## config.mk

```make
export PLATFORM = sky130hd
export DESIGN_NAME = four_stage_envelope_generator
export DESIGN_NICKNAME = d
export VERILOG_FILES = /design/src/rtl/fse_pkg.sv /design/src/rtl/four_stage_envelope_generator.sv /design/src/rtl/fse_ctrl.sv /design/src/rtl/fse_datapath.sv
export SDC_FILE = /design/constraint.sdc
export NUM_CORES = 1
export LEC_CHECK = 0
export ABC_CLOCK_PERIOD_IN_PS = 20800
export BUFFER_PORTS_ARGS = -buffer_cell sky130_fd_sc_hd__buf_4
export CORE_ASPECT_RATIO = 0.5
export CORE_MARGIN = 2
export CORE_UTILIZATION = 30
export DETAILED_ROUTE_END_ITERATION = 10
export PLACE_DENSITY_LB_ADDON = 0.2
export SYNTH_ARGS = -nofsm -noshare
export SYNTH_HDL_FRONTEND = slang
export SYNTH_SLANG_ARGS = --single-unit
export TNS_END_PERCENT = 5
```

## constraint.sdc

```tcl
create_clock -name i_clk -period 20.8 [get_ports i_clk]
set_input_delay 1.04 -clock i_clk [delete_from_list [all_inputs] [get_ports i_clk]]
set_output_delay 1.04 -clock i_clk [all_outputs]
set_load 0.05 [all_outputs]
```

## src/rtl/fse_pkg.sv

```systemverilog
package fse_pkg;

    localparam logic [2:0] STG_ATTACK  = 3'd0;
    localparam logic [2:0] STG_DECAY   = 3'd1;
    localparam logic [2:0] STG_SUSTAIN = 3'd2;
    localparam logic [2:0] STG_RELEASE = 3'd3;
    localparam logic [2:0] STG_DONE    = 3'd4;

    localparam logic [2:0] CFG_ATTACK_LEVEL  = 3'd0;
    localparam logic [2:0] CFG_DECAY_LEVEL   = 3'd1;
    localparam logic [2:0] CFG_SUSTAIN_LEVEL = 3'd2;
    localparam logic [2:0] CFG_BASE_LEVEL    = 3'd3;
    localparam logic [2:0] CFG_ATTACK_TICKS  = 3'd4;
    localparam logic [2:0] CFG_DECAY_TICKS   = 3'd5;
    localparam logic [2:0] CFG_SUSTAIN_TICKS = 3'd6;
    localparam logic [2:0] CFG_RELEASE_TICKS = 3'd7;

    localparam logic [1:0] SLP_ATTACK  = 2'd0;
    localparam logic [1:0] SLP_DECAY   = 2'd1;
    localparam logic [1:0] SLP_SUSTAIN = 2'd2;
    localparam logic [1:0] SLP_RELEASE = 2'd3;

    localparam logic       OP_ADVANCE = 1'b0;
    localparam logic       OP_RESTART = 1'b1;

    typedef enum logic [1:0] {
        ST_IDLE,
        ST_START,
        ST_DIV
    } t_state;

    typedef struct packed {
        logic       advance;
        logic       restart;
        logic       div_start;
        logic       div_step;
        logic       out_load;
        logic       key;
        logic [1:0] slope_idx;
    } t_cmd;

    typedef struct packed {
        logic div_last;
    } t_stat;

endpackage

```

## src/rtl/four_stage_envelope_generator.sv

```systemverilog
// channel   direction  handshake                  payload
// input     in         i_in_valid / o_in_ready    i_op, i_key_held
// result    out        o_out_valid / i_out_ready  o_amplitude, o_stage
// config    in         i_cfg_we                   i_cfg_index, i_cfg_data
//
// an advance tick's result is registered and shows in the cycle after its transfer
// a restart runs four slope divisions on one shared restoring divider, one
// quotient bit per cycle, before it gives its result
// an item is taken only when no slope division runs and the result register is free
// or its result transfers in the same cycle
// synchronous active-low reset restores the register defaults and clears the state
module four_stage_envelope_generator
    import fse_pkg::*;
#(
    parameter int FRAC_BITS = 16
) (
    input  logic        i_clk,
    input  logic        i_rst_n,
    input  logic        i_in_valid,
    output logic        o_in_ready,
    input  logic        i_op,
    input  logic        i_key_held,
    output logic        o_out_valid,
    input  logic        i_out_ready,
    output logic [15:0] o_amplitude,
    output logic [2:0]  o_stage,
    input  logic        i_cfg_we,
    input  logic [2:0]  i_cfg_index,
    input  logic [15:0] i_cfg_data
);

    t_cmd  cmd;
    t_stat stat;

    fse_ctrl u_ctrl (
        .i_clk       (i_clk),
        .i_rst_n     (i_rst_n),
        .i_in_valid  (i_in_valid),
        .o_in_ready  (o_in_ready),
        .i_op        (i_op),
        .i_key_held  (i_key_held),
        .o_out_valid (o_out_valid),
        .i_out_ready (i_out_ready),
        .o_cmd       (cmd),
        .i_stat      (stat)
    );

    fse_datapath #(
        .FRAC_BITS (FRAC_BITS)
    ) u_datapath (
        .i_clk       (i_clk),
        .i_rst_n     (i_rst_n),
        .i_cfg_we    (i_cfg_we),
        .i_cfg_index (i_cfg_index),
        .i_cfg_data  (i_cfg_data),
        .i_cmd       (cmd),
        .o_stat      (stat),
        .o_amplitude (o_amplitude),
        .o_stage     (o_stage)
    );

endmodule

```

## src/rtl/fse_ctrl.sv

```systemverilog
module fse_ctrl
    import fse_pkg::*;
(
    input  logic  i_clk,
    input  logic  i_rst_n,
    input  logic  i_in_valid,
    output logic  o_in_ready,
    input  logic  i_op,
    input  logic  i_key_held,
    output logic  o_out_valid,
    input  logic  i_out_ready,
    output t_cmd  o_cmd,
    input  t_stat i_stat
);

    t_state     r_state, n_state;
    logic [1:0] r_idx, n_idx;
    logic       r_out_valid, n_out_valid;
    logic       accept;

    always_ff @(posedge i_clk) begin
        if (!i_rst_n) begin
            r_state     <= ST_IDLE;
            r_idx       <= SLP_ATTACK;
            r_out_valid <= 1'b0;
        end else begin
            r_state     <= n_state;
            r_idx       <= n_idx;
            r_out_valid <= n_out_valid;
        end
    end

    assign o_in_ready  = (r_state == ST_IDLE) && (!r_out_valid || i_out_ready);
    assign accept      = i_in_valid && o_in_ready;
    assign o_out_valid = r_out_valid;

    always_comb begin
        n_state         = r_state;
        n_idx           = r_idx;
        o_cmd           = '0;
        o_cmd.key       = i_key_held;
        o_cmd.slope_idx = r_idx;
        case (r_state)
            ST_IDLE: begin
                if (accept) begin
                    if (i_op == OP_RESTART) begin
                        o_cmd.restart = 1'b1;
                        n_idx         = SLP_ATTACK;
                        n_state       = ST_START;
                    end else begin
                        o_cmd.advance  = 1'b1;
                        o_cmd.out_load = 1'b1;
                    end
                end
            end
            ST_START: begin
                o_cmd.div_start = 1'b1;
                n_state         = ST_DIV;
            end
            ST_DIV: begin
                o_cmd.div_step = 1'b1;
                if (i_stat.div_last) begin
                    if (r_idx == SLP_RELEASE) begin
                        o_cmd.out_load = 1'b1;
                        n_state        = ST_IDLE;
                    end else begin
                        n_idx   = r_idx + 2'd1;
                        n_state = ST_START;
                    end
                end
            end
            default: begin
                n_state = ST_IDLE;
            end
        endcase
        if (o_cmd.out_load) begin
            n_out_valid = 1'b1;
        end else if (i_out_ready) begin
            n_out_valid = 1'b0;
        end else begin
            n_out_valid = r_out_valid;
        end
    end

`ifndef SYNTHESIS
    a_busy_no_result: assert property (@(posedge i_clk) disable iff (!i_rst_n)
        (r_state != ST_IDLE) |-> !r_out_valid)
        else $error("result pending while slopes are computed");

    a_restart_start: assert property (@(posedge i_clk) disable iff (!i_rst_n)
        (accept && i_op == OP_RESTART) |=> (r_state == ST_START && r_idx == SLP_ATTACK))
        else $error("restart did not begin with the attack slope");

    a_last_slope_result: assert property (@(posedge i_clk) disable iff (!i_rst_n)
        (r_state == ST_DIV && i_stat.div_last && r_idx == SLP_RELEASE)
        |=> (r_out_valid && r_state == ST_IDLE))
        else $error("no result after the last slope");
`endif

endmodule

```

## src/rtl/fse_datapath.sv

```systemverilog
module fse_datapath
    import fse_pkg::*;
#(
    parameter int FRAC_BITS = 16
) (
    input  logic        i_clk,
    input  logic        i_rst_n,
    input  logic        i_cfg_we,
    input  logic [2:0]  i_cfg_index,
    input  logic [15:0] i_cfg_data,
    input  t_cmd        i_cmd,
    output t_stat       o_stat,
    output logic [15:0] o_amplitude,
    output logic [2:0]  o_stage
);

    localparam int AW = 16 + FRAC_BITS;
    localparam int QW = 16 + FRAC_BITS;
    localparam int SW = QW + 1;
    localparam int CW = $clog2(QW);
    localparam logic [AW-1:0] TOP = {16'hFFFF, {FRAC_BITS{1'b0}}};

    function automatic logic [15:0] eff_ticks(input logic [15:0] t);
        return (t == 16'd0) ? 16'd1 : t;
    endfunction

    logic [15:0] r_lvl_attack, r_lvl_decay, r_lvl_sustain, r_lvl_base;
    logic [15:0] r_tk_attack, r_tk_decay, r_tk_sustain, r_tk_release;

    logic [SW-1:0] r_slope [4];
    logic [AW-1:0] r_accum, n_accum;
    logic [15:0]   r_tick, n_tick;
    logic [2:0]    r_stage, n_stage;

    logic [15:0]   r_rem, r_dvs;
    logic [QW-1:0] r_quo;
    logic          r_neg;
    logic [CW-1:0] r_cnt;

    logic [15:0]   r_amp;
    logic [2:0]    r_stage_out;

    // divider operand selection
    logic [15:0] from_lvl, to_lvl, div_ticks, div_mag;
    logic        div_neg;
    logic [16:0] trial;
    logic        fits;
    logic [15:0] rem_next;
    logic [QW-1:0] quo_next;
    logic [SW-1:0] q_ext, slope_new;

    // tick arithmetic
    logic [SW-1:0]        sel_slope;
    logic signed [AW+1:0] sum;
    logic [AW-1:0]        clamped;
    logic [15:0]          tick_inc, eff_cur, t_sus;

    always_comb begin
        case (i_cmd.slope_idx)
            SLP_ATTACK: begin
                from_lvl  = r_lvl_base;
                to_lvl    = r_lvl_attack;
                div_ticks = r_tk_attack;
            end
            SLP_DECAY: begin
                from_lvl  = r_lvl_attack;
                to_lvl    = r_lvl_decay;
                div_ticks = r_tk_decay;
            end
            SLP_SUSTAIN: begin
                from_lvl  = r_lvl_decay;
                to_lvl    = r_lvl_sustain;
                div_ticks = r_tk_sustain;
            end
            default: begin
                from_lvl  = r_lvl_sustain;
                to_lvl    = r_lvl_base;
                div_ticks = r_tk_release;
            end
        endcase
        div_neg   = to_lvl < from_lvl;
        div_mag   = div_neg ? (from_lvl - to_lvl) : (to_lvl - from_lvl);

        // restoring division, one quotient bit per cycle
        trial     = {r_rem, r_quo[QW-1]};
        fits      = trial >= {1'b0, r_dvs};
        rem_next  = fits ? 16'(trial - {1'b0, r_dvs}) : trial[15:0];
        quo_next  = {r_quo[QW-2:0], fits};
        q_ext     = {1'b0, quo_next};
        slope_new = r_neg ? (SW'(0) - q_ext) : q_ext;
    end

    assign o_stat.div_last = (r_cnt == CW'(QW - 1));

    always_comb begin
        case (r_stage[1:0])
            SLP_ATTACK:  eff_cur = eff_ticks(r_tk_attack);
            SLP_DECAY:   eff_cur = eff_ticks(r_tk_decay);
            SLP_SUSTAIN: eff_cur = eff_ticks(r_tk_sustain);
            default:     eff_cur = eff_ticks(r_tk_release);
        endcase
        sel_slope = r_slope[r_stage[1:0]];
        sum       = $signed({2'b00, r_accum}) + $signed({sel_slope[SW-1], sel_slope});
        if (sum[AW+1]) begin
            clamped = '0;
        end else if (sum[AW:0] > {1'b0, TOP}) begin
            clamped = TOP;
        end else begin
            clamped = sum[AW-1:0];
        end
        tick_inc = r_tick + 16'd1;
        t_sus    = r_tick;

        n_accum = r_accum;
        n_tick  = r_tick;
        n_stage = r_stage;
        if (i_cmd.restart) begin
            n_accum = {r_lvl_base, {FRAC_BITS{1'b0}}};
            n_tick  = '0;
            n_stage = STG_ATTACK;
        end else if (i_cmd.advance) begin
            case (r_stage)
                STG_ATTACK, STG_DECAY, STG_RELEASE: begin
                    n_accum = clamped;
                    if (tick_inc >= eff_cur) begin
                        n_tick  = '0;
                        n_stage = r_stage + 3'd1;
                    end else begin
                        n_tick = tick_inc;
                    end
                end
                STG_SUSTAIN: begin
                    // ramp stops after its ticks, then holds while the key is down
                    if (r_tick < eff_cur) begin
                        n_accum = clamped;
                        t_sus   = tick_inc;
                    end
                    n_tick = t_sus;
                    if (t_sus >= eff_cur && !i_cmd.key) begin
                        n_tick  = '0;
                        n_stage = STG_RELEASE;
                    end
                end
                STG_DONE: begin
                    n_accum = '0;
                end
                default: begin
                    n_accum = r_accum;
                end
            endcase
        end
    end

    always_ff @(posedge i_clk) begin
        if (!i_rst_n) begin
            r_lvl_attack  <= 16'd65535;
            r_lvl_decay   <= 16'd49152;
            r_lvl_sustain <= 16'd32768;
            r_lvl_base    <= 16'd0;
            r_tk_attack   <= 16'd1024;
            r_tk_decay    <= 16'd1024;
            r_tk_sustain  <= 16'd1024;
            r_tk_release  <= 16'd1024;
        end else if (i_cfg_we) begin
            case (i_cfg_index)
                CFG_ATTACK_LEVEL:  r_lvl_attack  <= i_cfg_data;
                CFG_DECAY_LEVEL:   r_lvl_decay   <= i_cfg_data;
                CFG_SUSTAIN_LEVEL: r_lvl_sustain <= i_cfg_data;
                CFG_BASE_LEVEL:    r_lvl_base    <= i_cfg_data;
                CFG_ATTACK_TICKS:  r_tk_attack   <= i_cfg_data;
                CFG_DECAY_TICKS:   r_tk_decay    <= i_cfg_data;
                CFG_SUSTAIN_TICKS: r_tk_sustain  <= i_cfg_data;
                CFG_RELEASE_TICKS: r_tk_release  <= i_cfg_data;
                default:           r_lvl_base    <= r_lvl_base;
            endcase
        end
    end

    always_ff @(posedge i_clk) begin
        if (!i_rst_n) begin
            r_accum <= '0;
            r_tick  <= '0;
            r_stage <= STG_ATTACK;
            for (int k = 0; k < 4; k++) begin
                r_slope[2'(k)] <= '0;
            end
        end else begin
            r_accum <= n_accum;
            r_tick  <= n_tick;
            r_stage <= n_stage;
            if (i_cmd.div_step && o_stat.div_last) begin
                r_slope[i_cmd.slope_idx] <= slope_new;
            end
        end
    end

    always_ff @(posedge i_clk) begin
        if (i_cmd.div_start) begin
            r_rem <= '0;
            r_quo <= {div_mag, {FRAC_BITS{1'b0}}};
            r_dvs <= eff_ticks(div_ticks);
            r_neg <= div_neg;
            r_cnt <= '0;
        end else if (i_cmd.div_step) begin
            r_rem <= rem_next;
            r_quo <= quo_next;
            r_cnt <= r_cnt + CW'(1);
        end
        if (i_cmd.out_load) begin
            r_amp       <= n_accum[AW-1:FRAC_BITS];
            r_stage_out <= n_stage;
        end
    end

    assign o_amplitude = r_amp;
    assign o_stage     = r_stage_out;

`ifndef SYNTHESIS
    a_accum_in_range: assert property (@(posedge i_clk) disable iff (!i_rst_n)
        (&r_accum[AW-1:FRAC_BITS]) |-> (r_accum[FRAC_BITS-1:0] == '0))
        else $error("accumulator above full scale");

    a_rem_below_divisor: assert property (@(posedge i_clk) disable iff (!i_rst_n)
        i_cmd.div_step |-> (r_rem < r_dvs))
        else $error("divider remainder out of range");

    a_restart_state: assert property (@(posedge i_clk) disable iff (!i_rst_n)
        i_cmd.restart |=> (r_stage == STG_ATTACK && r_tick == 16'd0
                           && r_accum[AW-1:FRAC_BITS] == r_lvl_base))
        else $error("restart did not load the start state");
`endif

endmodule

```

==> key figures <==
Placement
  • Port buffer count: 46
  • Gpl congestion: 0.881
  • Dpl hpwl: 53.7 mm
  • Post-Place Cell Area: 25200 µm²
  • Dpl ws: 13.83 ns
  • Inst Count DP: roughly 3700

Logic synthesis
  • Top FF cell, synth: dfxtp_1
  • Synth unique cells: 78
  • Syn_area_per_cell: 8.85 µm²
  • Fraction of registers with async set/reset: 0%
  • Area leader, netlist: edfxtp_1
  • Synth area leaders: edfxtp_1 (23%), dfxtp_1 (19%), nand2_1 (7.8%)
  • Most common cell in the netlist: nand2_1
  • Post-synth EDFFs: 184
  • Post-synth top area share: 23.1%
  • Most instantiated cells after synthesis: nand2_1 (494), nor2_1 (269), a21oi_1 (248), dfxtp_1 (221), edfxtp_1 (184)
  • Synth Net Count: between 2000 and 3000
  • Yosys reg bits: 405
  • Synth Cell Area: 23900 µm²
  • Ys Warns: 0
  • Sequential share of the synthesized area: 41.6%
  • Post-Synthesis Cells: 2699

Global routing
  • Number of global-route vias before repair: 18900
  • Total GRT Usage: between 10% and 20%
  • First-pass GRT wire length: approximately 120 mm
  • GRT Residual Overflow: 0
  • Largest net degree at the start of global routing: 97
  • Initial antenna violation count: 1

Floorplanning
  • IO Pins: 47
  • Chip Width: 403 µm
  • Core footprint: just under 80000 µm²
  • Die height: 204 µm
  • DIE AREA: 82100 µm²
  • Initial core utilization: 30.2%
  • Rows: between 70 and 80

STA
  • Slew Limit Headroom: 21.1%
  • Final setup fails: 0
  • Min cycle time layout: 7.05 ns
  • Final period util: 33.9%
  • Setup TNS: 0 ns
  • Slew @ Worst Pin: around 1.2 ns
  • Max Clk Rate: 0.142 GHz
  • Hold slack: roughly 0.45 ns
  • Slack of the critical path: 13.75 ns
  • Final Hold Vio Count: 0
  • Fin. max-slew vios: 0
  • Worst Skew: 0.0185 ns
  • RSZ-0062 raised after global routing: false

Clocking
  • CTS sink cnt: 405
  • Root buffer cell: clkbuf_16
  • Num CTS Buffers: 42
  • CTS Hold Bufs: 0
  • Post-CTS setup buffers: 0
  • Clock latency on the worst-skew pair: 0.59 ns
  • H-tree levels: 2
  • Clock slew at reported path FFs: 0.06 ns
  • TritonCTS clock tree: done
  • Longest Clk Path Bufs: 3
  • Post_cts resized: 0

Setup path
  • R2R setup slack: 13.75 ns
  • Critical path's slowest cell: a211oi_2
  • CP arrival: 7.55 ns
  • Setup CP Type: reg -> reg
  • CP startpoint kind: flop
  • Most common cell on crit path: a21o_1
  • CP peak stage delay: 0.84 ns
  • Worst Path Buf+Inv: 1
  • Setup crit end kind: flop
  • Critical path's top delay family: compound AO/OA/AOI/OAI gates
  • CP Max Fanout: 18
  • WP data required: roughly 21 ns

Drt
  • Routed wire length: around 76 mm
  • Iter 0 DRT Violations: roughly 1600
  • Drt wl/cell: 20.3 µm
  • Antenna viol nets, final: 0
  • DRC violations left: 0
  • Vias per cell: about 5.3
  • Vias: 19600
  • 1st-pass router iterations: 10

Layout
  • Biggest register: u_datapath.r_slope
  • Layout cells sized above 1: under 10%
  • Layout area overhead: 11.0%
  • Nets: 2826
  • Top flop regs: u_datapath.r_slope: 132 flops, u_datapath.r_accum: 32 flops, u_datapath.r_quo: 32 flops
  • FILL cells: roughly 8200
  • Final Util: 33.5%
  • Post-Layout Cell Count: around 3700
  • Final non-filler cell area: 26500 µm²
  • Max FFs per register: 132

Power and ir drop
  • PD cells: 95.5 nW/µm²
  • Worst IR Drop VDD: 0.0000510 V
  • Total Power: between 2 and 3 mW
  • Pleak: between 10 and 15 nW

Outcome
  • Status: finished clean

Worst hold path
  • Worst Hold Class: reg -> reg

Job
  • Max Cap Viol: 0
-- layer usage --
metal / wire [µm] / up-vias / global-route usage [%]
met5: 0 / - / 0
met4: 2740 / 0 / 6.70
met3: 3720 / 133 / 2.78
met2: 33800 / 471 / 29.2
met1: 35500 / 9479 / 25.0
li1: - / 9542 / -
-- cell families (layout without fill, tap and decap cells) --
logic type / after synthesis / after routing / share of synthesized area [%]
and+or+nand+nor: 1027 / 1027 / 18.8
AOI/OAI and AO/OA: 644 / 644 / 17.3
DFF: 405 / 405 / 41.6
buffers and inverters: 264 / 252 / 4.27
adders and majority gates: 146 / 146 / 7.76
xor gates and xnor gates: 116 / 116 / 4.25
muxes: 97 / 97 / 5.95
other: 0 / 1 / 0
-- layout by cell type, fill, tap and decap left out, types with 48 or more instances in the layout --
cell | Yosys | routed
nand3_1 | 66 | 66
dfxtp_1 | 221 | 219
xor2_1 | 48 | 48
nor2_1 | 269 | 267
xnor2_1 | 68 | 68
ha_1 | 141 | 139
nand2_1 | 494 | 494
a21oi_1 | 248 | 248
o21ai_0 | 100 | 99
buf_4 | 0 | 79
inv_1 | 96 | 94
edfxtp_1 | 184 | 184
-- cell type report --
| class | instances | area (µm²) | area share [%] |
|---|---|---|---|
| Clock buffer | 65 | 1270 | 4.80 |
| Inverter | 97 | 365 | 1.38 |
| Timing Repair Buffer | 79 | 593 | 2.24 |
| Sequential cell | 405 | 9950 | 37.5 |
| Antenna cell | 1 | 2.50 | 0.00943 |
| Tap cell | 1050 | 1310 | 4.95 |
| Clock inverter | 11 | 90.1 | 0.339 |
| Multi-Input combinational cell | 2030 | 12900 | 48.8 |
-- worst register-to-register path, delay by kind of cell, from the launching register on --
kind | cells | cell delay [ns]
DFF | 1 | 0.79
adders and majority gates | 3 | 1.03
and+or+nand+nor | 7 | 1.54
buffers and inverters | 1 | 0.22
AOI/OAI and AO/OA | 12 | 3.12
muxes | 1 | 0.11
xor gates and xnor gates | 1 | 0.16
-- report_power, final --
part,internal [mW],switching [mW]
clock,0.436,0.341
sequential,0.924,0.0698
combinational,0.270,0.494
total,1.63,0.905
-- final timing paths --
kind | from | endpoint | depth (start not counted)
worst max register to register | u_datapath.r_stage[0] | u_datapath.r_tick[9] | 25
worst min-delay path | u_datapath.r_accum[9] | u_datapath.r_accum[9] | 2
worst min register to register | u_datapath.r_accum[9] | u_datapath.r_accum[9] | 2
worst max-delay path | u_datapath.r_stage[0] | u_datapath.r_tick[9] | 25
Note: power is estimated with default switching activity, not from simulation.
